**config.mk**
```make
export PLATFORM = sky130hd
export DESIGN_NAME = brf_ctrl
export DESIGN_NICKNAME = d
export VERILOG_FILES = /design/src/rtl/core/byte_ring_fifo_with_overwrite_core_defines.svh /design/src/rtl/core/brf_pkg.sv /design/src/rtl/core/brf_ctrl.sv
export SDC_FILE = /design/constraint.sdc
export NUM_CORES = 1
export LEC_CHECK = 0
export BUFFER_PORTS_ARGS = -buffer_cell sky130_fd_sc_hd__buf_2
export CAP_MARGIN = 20
export CORE_AREA = 2 2 39 41
export DETAILED_ROUTE_END_ITERATION = 7
export DIE_AREA = 0 0 41 43
export PLACE_DENSITY = 0.38
export SETUP_SLACK_MARGIN = 0.4
export SLEW_MARGIN = 20
export SYNTH_ARGS = -nofsm -noshare
export SYNTH_HDL_FRONTEND = slang
export SYNTH_SLANG_ARGS = --single-unit
```
**constraint.sdc**
```tcl
create_clock -name clk -period 1.79 [get_ports clk]
set_clock_uncertainty 0.1 [all_clocks]
set_input_delay 0.2685 -clock clk [delete_from_list [all_inputs] [get_ports clk]]
set_output_delay 0.2685 -clock clk [all_outputs]
set_load 0.1 [all_outputs]
```
**src/rtl/core/byte_ring_fifo_with_overwrite_core_defines.svh**
```systemverilog
`ifndef BYTE_RING_FIFO_WITH_OVERWRITE_CORE_DEFINES_SVH
`define BYTE_RING_FIFO_WITH_OVERWRITE_CORE_DEFINES_SVH

// Same-cycle implication, checked on clk and held off while rst is high.
`define BRF_ASSERT_IMP(lbl, ante, cons) \
  lbl: assert property (@(posedge clk) disable iff (rst) (ante) |-> (cons)) \
    else $error("byte ring fifo: same-cycle check failed");

// Next-cycle implication, checked on clk and held off while rst is high.
`define BRF_ASSERT_NXT(lbl, ante, cons) \
  lbl: assert property (@(posedge clk) disable iff (rst) (ante) |=> (cons)) \
    else $error("byte ring fifo: next-cycle check failed");

`endif

```
**src/rtl/core/brf_pkg.sv**
```systemverilog
`default_nettype none

package brf_pkg;

  // Operation codes carried in the action field.
  localparam logic [2:0] ACT_PUT       = 3'd0;
  localparam logic [2:0] ACT_PUT_FORCE = 3'd1;
  localparam logic [2:0] ACT_GET       = 3'd2;
  localparam logic [2:0] ACT_PEEK      = 3'd3;
  localparam logic [2:0] ACT_ADV_WR    = 3'd4;
  localparam logic [2:0] ACT_ADV_RD    = 3'd5;
  localparam logic [2:0] ACT_CLEAR     = 3'd6;

  // Result status codes.
  localparam logic [1:0] STAT_OK       = 2'd0;
  localparam logic [1:0] STAT_NO_SPACE = 2'd1;
  localparam logic [1:0] STAT_NO_DATA  = 2'd2;

  // Size register reset value before clamping.
  localparam logic [3:0] SIZE_BITS_RESET = 4'd10;

  typedef struct packed {
    logic [2:0]  action;
    logic [7:0]  data_byte;
    logic [15:0] offset;
    logic        last_of_call;
  } in_t;

  typedef struct packed {
    logic [7:0] read_byte;
    logic [1:0] status;
    logic [9:0] data_count;
    logic [9:0] space_count;
    logic       last_of_call_out;
  } out_t;

  // Commands from the controller to the datapath.
  typedef struct packed {
    logic load_item;
    logic exec;
    logic load_out;
    logic clr_wr;
  } cmd_t;

  // Status from the datapath to the controller.
  typedef struct packed {
    logic clr_last;
  } stat_t;

endpackage

`default_nettype wire

```
**src/rtl/core/brf_ctrl.sv**
```systemverilog
`default_nettype none

module brf_ctrl (
  input  wire logic           clk,
  input  wire logic           rst,
  input  wire logic           in_valid,
  output logic                in_ready,
  output logic                out_valid,
  input  wire logic           out_ready,
  input  wire brf_pkg::stat_t stat,
  output brf_pkg::cmd_t       cmd
);

  import brf_pkg::*;

  typedef enum logic [1:0] {
    S_CLEAR,
    S_IDLE,
    S_EXEC,
    S_FIN
  } state_t;

  state_t state;
  logic   out_free;

  // The result register is free when empty or being emptied this cycle.
  assign out_free = !out_valid || out_ready;

  assign in_ready      = (state == S_IDLE);
  assign cmd.load_item = in_valid && in_ready;
  assign cmd.exec      = (state == S_EXEC);
  assign cmd.load_out  = (state == S_FIN) && out_free;
  assign cmd.clr_wr    = (state == S_CLEAR);

  // Sequencer state and result-valid flag.
  always_ff @(posedge clk) begin
    if (rst) begin
      state     <= S_CLEAR;
      out_valid <= 1'b0;
    end else begin
      if (cmd.load_out) begin
        out_valid <= 1'b1;
      end else if (out_ready) begin
        out_valid <= 1'b0;
      end
      unique case (state)
        S_CLEAR: begin
          if (stat.clr_last) begin
            state <= S_IDLE;
          end
        end
        S_IDLE: begin
          if (in_valid) begin
            state <= S_EXEC;
          end
        end
        S_EXEC: begin
          state <= S_FIN;
        end
        S_FIN: begin
          if (out_free) begin
            state <= S_IDLE;
          end
        end
        default: begin
          state <= S_IDLE;
        end
      endcase
    end
  end

endmodule

`default_nettype wire

```
==> impl_results.md, run 1 <==
- Area grow syn2layout: 115%
- Remaining design rule violation count: 0
- Post-Layout Inst Area: 462 um2
- Setup repair after global routing missed its margin: yes
- Count of boundary I/O pins: 11
- Worst max-slew margin expressed relative to the limit: 68.0%
- FF-to-FF setup slack: 0.24 ns
- Starting utilization of the core area: 15.6%
- Global-route usage over all layers: 7.33%
- Total number of vias: 219
- Portion of the post-synthesis area used by sequential elements: 27.9%
- Sequential cell area: 68.8 um2
- Final count of negative-setup-slack endpoints: 0
- Number of hold violations in the final report: 0
- Highest clock frequency the design can meet: 646 MHz
- Slew of the pin with the lowest slew margin: 0.483 ns
- Slew Limit Fails: 0
- Reg-to-reg startpoint: state[1]$_SDFFE_PP0P_
- Global-route wire length before repair: 855 um
- Final standard cell count with taps included and fillers excluded: 58
- Die ar.: 1760 um2
- CP Max Fanout: 4
- Final worst setup slack: 0.243 ns
- Number of levels the H-tree was split into: 1
- Core Area: 1380 um2
- GP Congestion: 0.622
- Area occupied by multi-input gates: 178 um2
- Maximum number of pins on one net before global-route repair: 6
- DIE HEIGHT: 43 um
- Outcome: finished clean
- CTS root buffer: sky130_fd_sc_hd__clkbuf_4
- Antenna violations before repair: 0
- Mean number of vias per cell: 3.78
- Count of buffers inserted at the top-level ports: 10
- Number of iterations in the first detailed-routing pass: 4
- Post-Synthesis Net Count: 34
- Clock-pin transition on the worst setup and hold timing paths: 0.04 ns
- Startpoint of the most critical hold path: rst
- # nets final: 53
- Type of the worst min-delay path: in2reg
- Final period demand of the worst path: 1.55 ns
- Required time at the worst-slack endpoint: 1.80 ns
- Post-Place Cell Area: 354 um2
- Aggregate global routing overflow: 0
- DRC violation total after the first TritonRoute iteration: 2
- Worst-skew pair later-pin latency: 0.23 ns
- Total number of yosys warnings: 0
- Post-Syn Area: 215 um2
- Cells after Synth: 24
- Worst setup timing slack at the placement stage: 0.209 ns
- Final period utilization: 86.5%
- Maximum clock insertion buffer count: 2
- TritonCTS Sinks: 3
- Mapped Avg Cell Area: 8.97 um2
- Number of core rows: 14
- Crit path capture type: register
- Worst Setup SP: state[1]$_SDFFE_PP0P_
- Commonest non-fill, non-tap cell in the layout: sky130_fd_sc_hd__buf_2
- Launching element type of the critical path: register
- Classification of the worst setup path: reg2reg
- Count of nets left with antenna violations after detail routing: 0
- Commonest cells after routing, fill and taps aside: sky130_fd_sc_hd__buf_2 (5), sky130_fd_sc_hd__nor2_1 (4), sky130_fd_sc_hd__buf_4 (4), sky130_fd_sc_hd__buf_12 (4), sky130_fd_sc_hd__clkbuf_4 (3)
- Routed wire length: 488 um
- Share of layout cells above drive strength 1: 64.3%
- Number of buffers created by CTS: 3
- Distinct cell type count after synthesis: 10
- Crit path DAT: 1.55 ns
- Vias in the first global route: 245
- Total Negative Setup Slacks: 0 ns
- DR WL/cell: 8.41 um
- Width of the chip: 41 um
- Flop and latch count out of synthesis: 3
- Number of inserted diodes: 0
- Clock tree from TritonCTS: yes
- Number of max-cap violations: 0
- Cells after DPL: 51
- Number of fill cells: 147
## sequential cells by signal, summed over array words and instances (netlist names)
signal / count
out_valid: 1
state: 2
## through the flow
step / util, % / hold WS [ns]
2_1_floorplan: - / 0.233
3_3_place_gp: 25.6 / 0.392
3_5_place_dp: 25.6 / 0.383
4_1_cts: 30.4 / 0.139
5_1_grt: 33.4 / 0.147
6_report: 33.4 / 0.147
## cell type report
| type | instances | area share, % |
|---|---|---|
| clock buffers | 4 | 5.69 |
| inverters | 4 | 4.88 |
| multi-input cells | 17 | 38.5 |
| flip-flops and latches | 3 | 14.9 |
| well taps | 16 | 4.34 |
| repair buffers | 14 | 31.7 |
## metal layers
metal  part of all wire [%]  vias up  track usage (%)
li1                       -      114                -
met1                     37       99             7.07
met2                     57        6             12.2
met3                    6.8        0             1.57
met4                      0        0             6.00
met5                      0        -                0
## worst max-delay path, cell delays in order, from the launching register on
cell                       delay (ns)
sky130_fd_sc_hd__dfxtp_4         0.37
sky130_fd_sc_hd__inv_6           0.05
sky130_fd_sc_hd__ha_4            0.15
sky130_fd_sc_hd__a222oi_1        0.39
sky130_fd_sc_hd__mux2_1          0.37
## repair_timing
action | in CTS | in global routing
endpoints found under the hold margin | 0 | 0
pin swaps | 1 | 2
setup buffers | 1 | 2
setup endpoints to repair | 7 | 7
gates resized for setup | 10 | 7
hold buffers | 0 | 0
## cell families after synthesis
logic type	after synthesis	share of synthesized area [%]
compound gates	1	4.65
mux	2	9.88
buf+inv	4	6.97
simple gates	9	21.5
flops	3	27.9
fa+ha+maj	5	29.1
## path summary, 6_finish.rpt
kind | cells past startpoint | to
worst max-delay path | 4 | state[0]$_SDFFE_PP0P_
worst min-delay path | 2 | out_valid$_SDFFE_PP0P_
worst min register to register | 2 | state[1]$_SDFFE_PP0P_
worst max register to register | 4 | state[0]$_SDFFE_PP0P_
## cell usage after synthesis (all sizes together)
master / n / area share, %
nand2b: 2 / 5.8
ha: 5 / 29
mux2i: 1 / 4.7
nor2b: 2 / 5.8
nor2: 4 / 7.0
a222oi: 1 / 4.7
mux2: 1 / 5.2
dfxtp: 3 / 28
and2: 1 / 2.9
inv: 4 / 7.0
Power of run 1 is left out: the tool's default activity adds up to more than one toggle a clock period on the data nets, which glitch-free logic cannot reach.
==> run 2: changes to the inputs <==
- PLACE_DENSITY: 0.38 -> default
- PLACE_DENSITY_LB_ADDON: default -> 0.2
==> run 2 against run 1 <==
  * First-iteration DRC count down 50%
  * Hold slack better by 0.0016 ns
  * Largest cell class unchanged
  * Critical path type unchanged
  * Register-to-register slack about the same
  * Global-route usage down 1.1 points
  * Setup slack worse by 0.0018 ns
==> impl_results.md, run 2 (same netlist as run 1, synthesis figures left out) <==
- TritonCTS Sinks: 3 (unchanged)
- Type of the worst min-delay path: in2reg (unchanged)
- Starting utilization of the core area: 15.6% (unchanged)
- Reg-to-reg startpoint: state[0]$_SDFFE_PP0P_ (was state[1]$_SDFFE_PP0P_)
- FF-to-FF setup slack: 0.24 ns (about the same)
- Total Negative Setup Slacks: 0 ns (unchanged)
- Cell Chain, Critical Path: inv_4 -> ha_4 -> a222oi_1 -> mux2_1 (was inv_6 -> ha_4 -> a222oi_1 -> mux2_1)
- Antenna violations before repair: 0 (unchanged)
- Required time at the worst-slack endpoint: 1.80 ns (about the same)
- Maximum number of pins on one net before global-route repair: 6 (unchanged)
- Worst max-slew margin expressed relative to the limit: 68.0% (about the same)
- Clock tree from TritonCTS: yes (unchanged)
- Clock-pin transition on the worst setup and hold timing paths: 0.03 ns (was 0.04 ns)
- Terminus of the critical flop-to-flop path: state[0]$_SDFFE_PP0P_ (unchanged)
- Die ar.: 1760 um2 (unchanged)
- Number of inserted diodes: 0 (unchanged)
- Sequential cell area: 68.8 um2 (unchanged)
- Slew of the pin with the lowest slew margin: 0.483 ns (about the same)
- Remaining design rule violation count: 0 (unchanged)
- Final count of negative-setup-slack endpoints: 0 (unchanged)
- Aggregate global routing overflow: 0 (unchanged)
- Highest clock frequency the design can meet: 645 MHz (was 646 MHz)
- Register-to-Register Path Depth: 4 (unchanged)
- DRC violation total after the first TritonRoute iteration: 1 (was 2)
- Longest individual stage delay on the worst path: 0.40 ns (was 0.39 ns)
- CTS root buffer: sky130_fd_sc_hd__clkbuf_4 (unchanged)
- Number of max-cap violations: 0 (unchanged)
- Maximum clock insertion buffer count: 2 (unchanged)
- Setup repair after global routing missed its margin: yes (unchanged)
- Mean number of vias per cell: 3.58 (was 3.78)
- Crit path capture type: register (unchanged)
- Count of nets left with antenna violations after detail routing: 0 (unchanged)
- Number of buffers created by CTS: 3 (unchanged)
- Cell with the largest stage delay on the worst path: sky130_fd_sc_hd__a222oi_1 (unchanged)
- Worst-skew pair later-pin latency: 0.23 ns (about the same)
- Number of iterations in the first detailed-routing pass: 4 (unchanged)
- Biggest registers after layout: state (2), out_valid (1) (unchanged)
- Share of layout cells above drive strength 1: 67.4% (was 64.3%)
- Launching element type of the critical path: register (unchanged)
- Most flops, register: state (unchanged)
- Number of hold violations in the final report: 0 (unchanged)
- Number of core rows: 14 (unchanged)
- Number of levels the H-tree was split into: 1 (unchanged)
- Flip-flop count of the largest register after layout: 2 (unchanged)
- Width of the chip: 41 um (unchanged)
- Final period utilization: 86.6% (was 86.5%)
- Hold_buf cts: 0 (unchanged)
- Core Area: 1380 um2 (unchanged)
- Outcome: finished clean (unchanged)
- Commonest non-fill, non-tap cell in the layout: sky130_fd_sc_hd__buf_4 (was sky130_fd_sc_hd__buf_2)
- DIE HEIGHT: 43 um (unchanged)
- Capture point of the critical path: state[0]$_SDFFE_PP0P_ (unchanged)
- GP Congestion: 0.714 (was 0.622)
- Count of buffers inserted at the top-level ports: 10 (unchanged)
- Commonest cells after routing, fill and taps aside: sky130_fd_sc_hd__buf_4 (6), sky130_fd_sc_hd__buf_2 (5), sky130_fd_sc_hd__nor2_1 (4), sky130_fd_sc_hd__buf_12 (4) (was sky130_fd_sc_hd__buf_2 (5), sky130_fd_sc_hd__nor2_1 (4), sky130_fd_sc_hd__buf_4 (4), sky130_fd_sc_hd__buf_12 (4), sky130_fd_sc_hd__clkbuf_4 (3))
- Global-route wire length before repair: 690 um (was 855 um)
- Count of boundary I/O pins: 11 (unchanged)
- Vias in the first global route: 186 (was 245)
- Total number of vias: 211 (was 219)
- Number of fill cells: 155 (was 147)
- Worst Setup SP: state[0]$_SDFFE_PP0P_ (was state[1]$_SDFFE_PP0P_)
- Final period demand of the worst path: 1.55 ns (about the same)
- Area occupied by multi-input gates: 190 um2 (was 178 um2)
- Slew Limit Fails: 0 (unchanged)
- # nets final: 54 (was 53)
- Classification of the worst setup path: reg2reg (unchanged)
- Area grow syn2layout: 122% (was 115%)
- Routed wire length: 476 um (was 488 um)
- DR WL/cell: 8.07 um (was 8.41 um)
- CP Max Fanout: 4 (unchanged)
- Crit path DAT: 1.56 ns (was 1.55 ns)
- Global-route usage over all layers: 6.22% (was 7.33%)
[run 2: area by class of cell]
| type | count | share of cell area [%] |
|---|---|---|
| repair buffers | 15 | 31.4 |
| well taps | 16 | 4.19 |
| clock buffers | 4 | 5.50 |
| flip-flops and latches | 3 | 14.4 |
| multi-input cells | 17 | 39.8 |
| inverters | 4 | 4.71 |
[run 2: through the flow]
step                hold WS (ns)  worst slack (ns)  cells  utilization, %  cell area, um2
finish                     0.149             0.241     59            34.5             478
global route               0.151             0.195     59            34.5             478
CTS                        0.137             0.231     58            31.3             433
detailed placement         0.382             0.197     51            25.6             354
global placement           0.388             0.233     51            25.6             354
floorplan                  0.233            0.0778     24               -             262
[run 2: how the worst min path moves through the flow]
stage          from                      to  slack (ns)  depth (start not counted)
4_1_cts         rst  out_valid$_SDFFE_PP0P_        0.14                          2
3_3_place_gp    rst  out_valid$_SDFFE_PP0P_        0.39                          2
2_1_floorplan   rst  out_valid$_SDFFE_PP0P_        0.23                          1
6_report        rst  out_valid$_SDFFE_PP0P_        0.15                          2
3_5_place_dp    rst  out_valid$_SDFFE_PP0P_        0.38                          2
5_1_grt         rst  out_valid$_SDFFE_PP0P_        0.15                          2
[run 2: metal layers]
layer  wire (um)  global-route usage (%)  vias to the layer above
li1            -                       -                      114
met1         210                    7.07                       91
met2         230                    7.81                        6
met3          36                    3.14                        0
met4           0                    6.00                        0
met5           0                       0                        -
[run 2: critical path, delay by kind of cell (launching register included)]
| kind | cells | cell delay, ns |
|---|---|---|
| buffers and inverters | 1 | 0.05 |
| flip-flops | 1 | 0.37 |
| multiplexers | 1 | 0.36 |
| AO/OA/AOI/OAI | 1 | 0.40 |
| adder cells (fa/ha/maj) | 1 | 0.14 |
[run 2: timing repair]
action | 4_1_cts | 5_1_grt
endpoints found under the setup margin | 7 | 7
buffers inserted | 3 | 1
resized for setup | 10 | 8
pin swaps | 1 | 3
endpoints found under the hold margin | 0 | 0
Power of run 2 is left out for the same reason.
==> run 3: changes to the inputs <==
- RECOVER_POWER: default -> 25
==> run 3 against run 2 <==
  * Critical path depth unchanged
  * Die area unchanged
  * First-iteration DRC count unchanged
  * Hold slack better by 0.0074 ns
  * Highest routed layer unchanged
  * Via count unchanged
  * Critical path type unchanged
  * Cell count unchanged
  * Largest cell class unchanged
  * Setup slack unchanged
==> impl_results.md, run 3 (same netlist as run 1, synthesis figures left out) <==
- DIE HEIGHT: 43 um (unchanged)
- Mean number of vias per cell: 3.58 (unchanged)
- Final count of negative-setup-slack endpoints: 0 (unchanged)
- Most flops, register: state (unchanged)
- Maximum clock insertion buffer count: 2 (unchanged)
- Number of buffers created by CTS: 3 (unchanged)
- Required time at the worst-slack endpoint: 1.80 ns (about the same)
- Vias in the first global route: 186 (unchanged)
- Starting utilization of the core area: 15.6% (unchanged)
- Buffer and inverter count on the worst path: 1 (unchanged)
- Setup repair after global routing missed its margin: yes (unchanged)
- # nets final: 54 (unchanged)
- Crit path DAT: 1.56 ns (about the same)
- Longest individual stage delay on the worst path: 0.40 ns (about the same)
- Cell Chain, Critical Path: inv_4 -> ha_4 -> a222oi_1 -> mux2_1 (unchanged)
- Count of boundary I/O pins: 11 (unchanged)
- Classification of the worst setup path: reg2reg (unchanged)
- Cells after DPL: 51 (unchanged)
- CTS root buffer: sky130_fd_sc_hd__clkbuf_4 (unchanged)
- Number of fill cells: 156 (was 155)
- Total number of vias: 211 (unchanged)
- Area grow syn2layout: 122% (about the same)
- Launching element type of the critical path: register (unchanged)
- Worst-skew pair later-pin latency: 0.23 ns (about the same)
- Commonest cells after routing, fill and taps aside: sky130_fd_sc_hd__buf_4 (6), sky130_fd_sc_hd__nor2_1 (4), sky130_fd_sc_hd__buf_2 (4), sky130_fd_sc_hd__buf_12 (4) (was sky130_fd_sc_hd__buf_4 (6), sky130_fd_sc_hd__buf_2 (5), sky130_fd_sc_hd__nor2_1 (4), sky130_fd_sc_hd__buf_12 (4))
- Number of max-cap violations: 0 (unchanged)
- Aggregate global routing overflow: 0 (unchanged)
- Final standard cell count with taps included and fillers excluded: 59 (unchanged)
- Number of inserted diodes: 0 (unchanged)
- Type of the worst min-delay path: in2reg (unchanged)
- Worst max-slew margin expressed relative to the limit: 64.3% (was 68.0%)
- Highest clock frequency the design can meet: 645 MHz (unchanged)
- Maximum number of pins on one net before global-route repair: 6 (unchanged)
- Clock-pin transition on the worst setup and hold timing paths: 0.03 ns (about the same)
- TritonCTS Sinks: 3 (unchanged)
- Width of the chip: 41 um (unchanged)
- GP Congestion: 0.714 (unchanged)
- Final period utilization: 86.6% (unchanged)
- Routed wire length: 476 um (unchanged)
- Flip-flop count of the largest register after layout: 2 (unchanged)
- Remaining design rule violation count: 0 (unchanged)
- CP top delay family: compound AO/OA/AOI/OAI gates (unchanged)
- Count of buffers inserted at the top-level ports: 10 (unchanged)
- Clock tree from TritonCTS: yes (unchanged)
- Cell with the largest stage delay on the worst path: sky130_fd_sc_hd__a222oi_1 (unchanged)
- Commonest non-fill, non-tap cell in the layout: sky130_fd_sc_hd__buf_4 (unchanged)
- Total Negative Setup Slacks: 0 ns (unchanged)
- Slew of the pin with the lowest slew margin: 0.537 ns (was 0.483 ns)
- Global-route wire length before repair: 690 um (unchanged)
- Hold_buf cts: 0 (unchanged)
- Crit path capture type: register (unchanged)
- Number of iterations in the first detailed-routing pass: 4 (unchanged)
- DRC violation total after the first TritonRoute iteration: 1 (unchanged)
- Die ar.: 1760 um2 (unchanged)
- Biggest registers after layout: state (2), out_valid (1) (unchanged)
- Number of core rows: 14 (unchanged)
- CP Max Fanout: 4 (unchanged)
- Outcome: finished clean (unchanged)
- Antenna violations before repair: 0 (unchanged)
- DR WL/cell: 8.07 um (unchanged)
- Final period demand of the worst path: 1.55 ns (unchanged)
- Slew Limit Fails: 0 (unchanged)
- Number of levels the H-tree was split into: 1 (unchanged)
- Count of nets left with antenna violations after detail routing: 0 (unchanged)
- Share of layout cells above drive strength 1: 65.1% (was 67.4%)
- Global-route usage over all layers: 6.22% (unchanged)
- Core Area: 1380 um2 (unchanged)
- Number of hold violations in the final report: 0 (unchanged)
-- run 3: path summary, 6_finish.rpt --
path / start / endpoint / slack, ns / depth (start not counted)
min reg2reg: state[1]$_SDFFE_PP0P_ / state[1]$_SDFFE_PP0P_ / 0.43 / 2
max reg2reg: state[0]$_SDFFE_PP0P_ / state[0]$_SDFFE_PP0P_ / 0.24 / 4
min: rst / out_valid$_SDFFE_PP0P_ / 0.16 / 2
max: state[0]$_SDFFE_PP0P_ / state[0]$_SDFFE_PP0P_ / 0.24 / 4
-- run 3: layer usage --
metal,vias up,track usage [%],part of all wire (%)
met3,0,3.14,7.6
li1,114,-,-
met4,0,6.00,0
met1,91,7.07,44
met5,-,0,0
met2,6,7.81,48
-- run 3: cell type report --
class	instances	area (um2)	share of cell area, %
multi-input cells	17	190	39.9
well taps	16	20.0	4.20
clock buffers	4	26.3	5.51
inverters	4	22.5	4.72
repair buffers	15	150	31.5
flip-flops and latches	3	67.6	14.2
-- run 3: repair_timing --
item                                   CTS  global route
endpoints found under the hold margin    0             0
buffers inserted                         3             1
pin swaps                                1             3
setup endpoints to repair                7             7
resized for setup                       10             8
-- run 3: stage by stage --
stage                     area [um2]  setup slack, ns  hold WS (ns)  util, %
after CTS                        433            0.231         0.137     31.3
after global routing             477            0.195         0.159     34.4
after detailed placement         354            0.197         0.382     25.6
final                            477            0.241         0.156     34.4
after global placement           354            0.233         0.388     25.6
after floorplan                  262           0.0778         0.233        -
Power of run 3 is left out for the same reason.
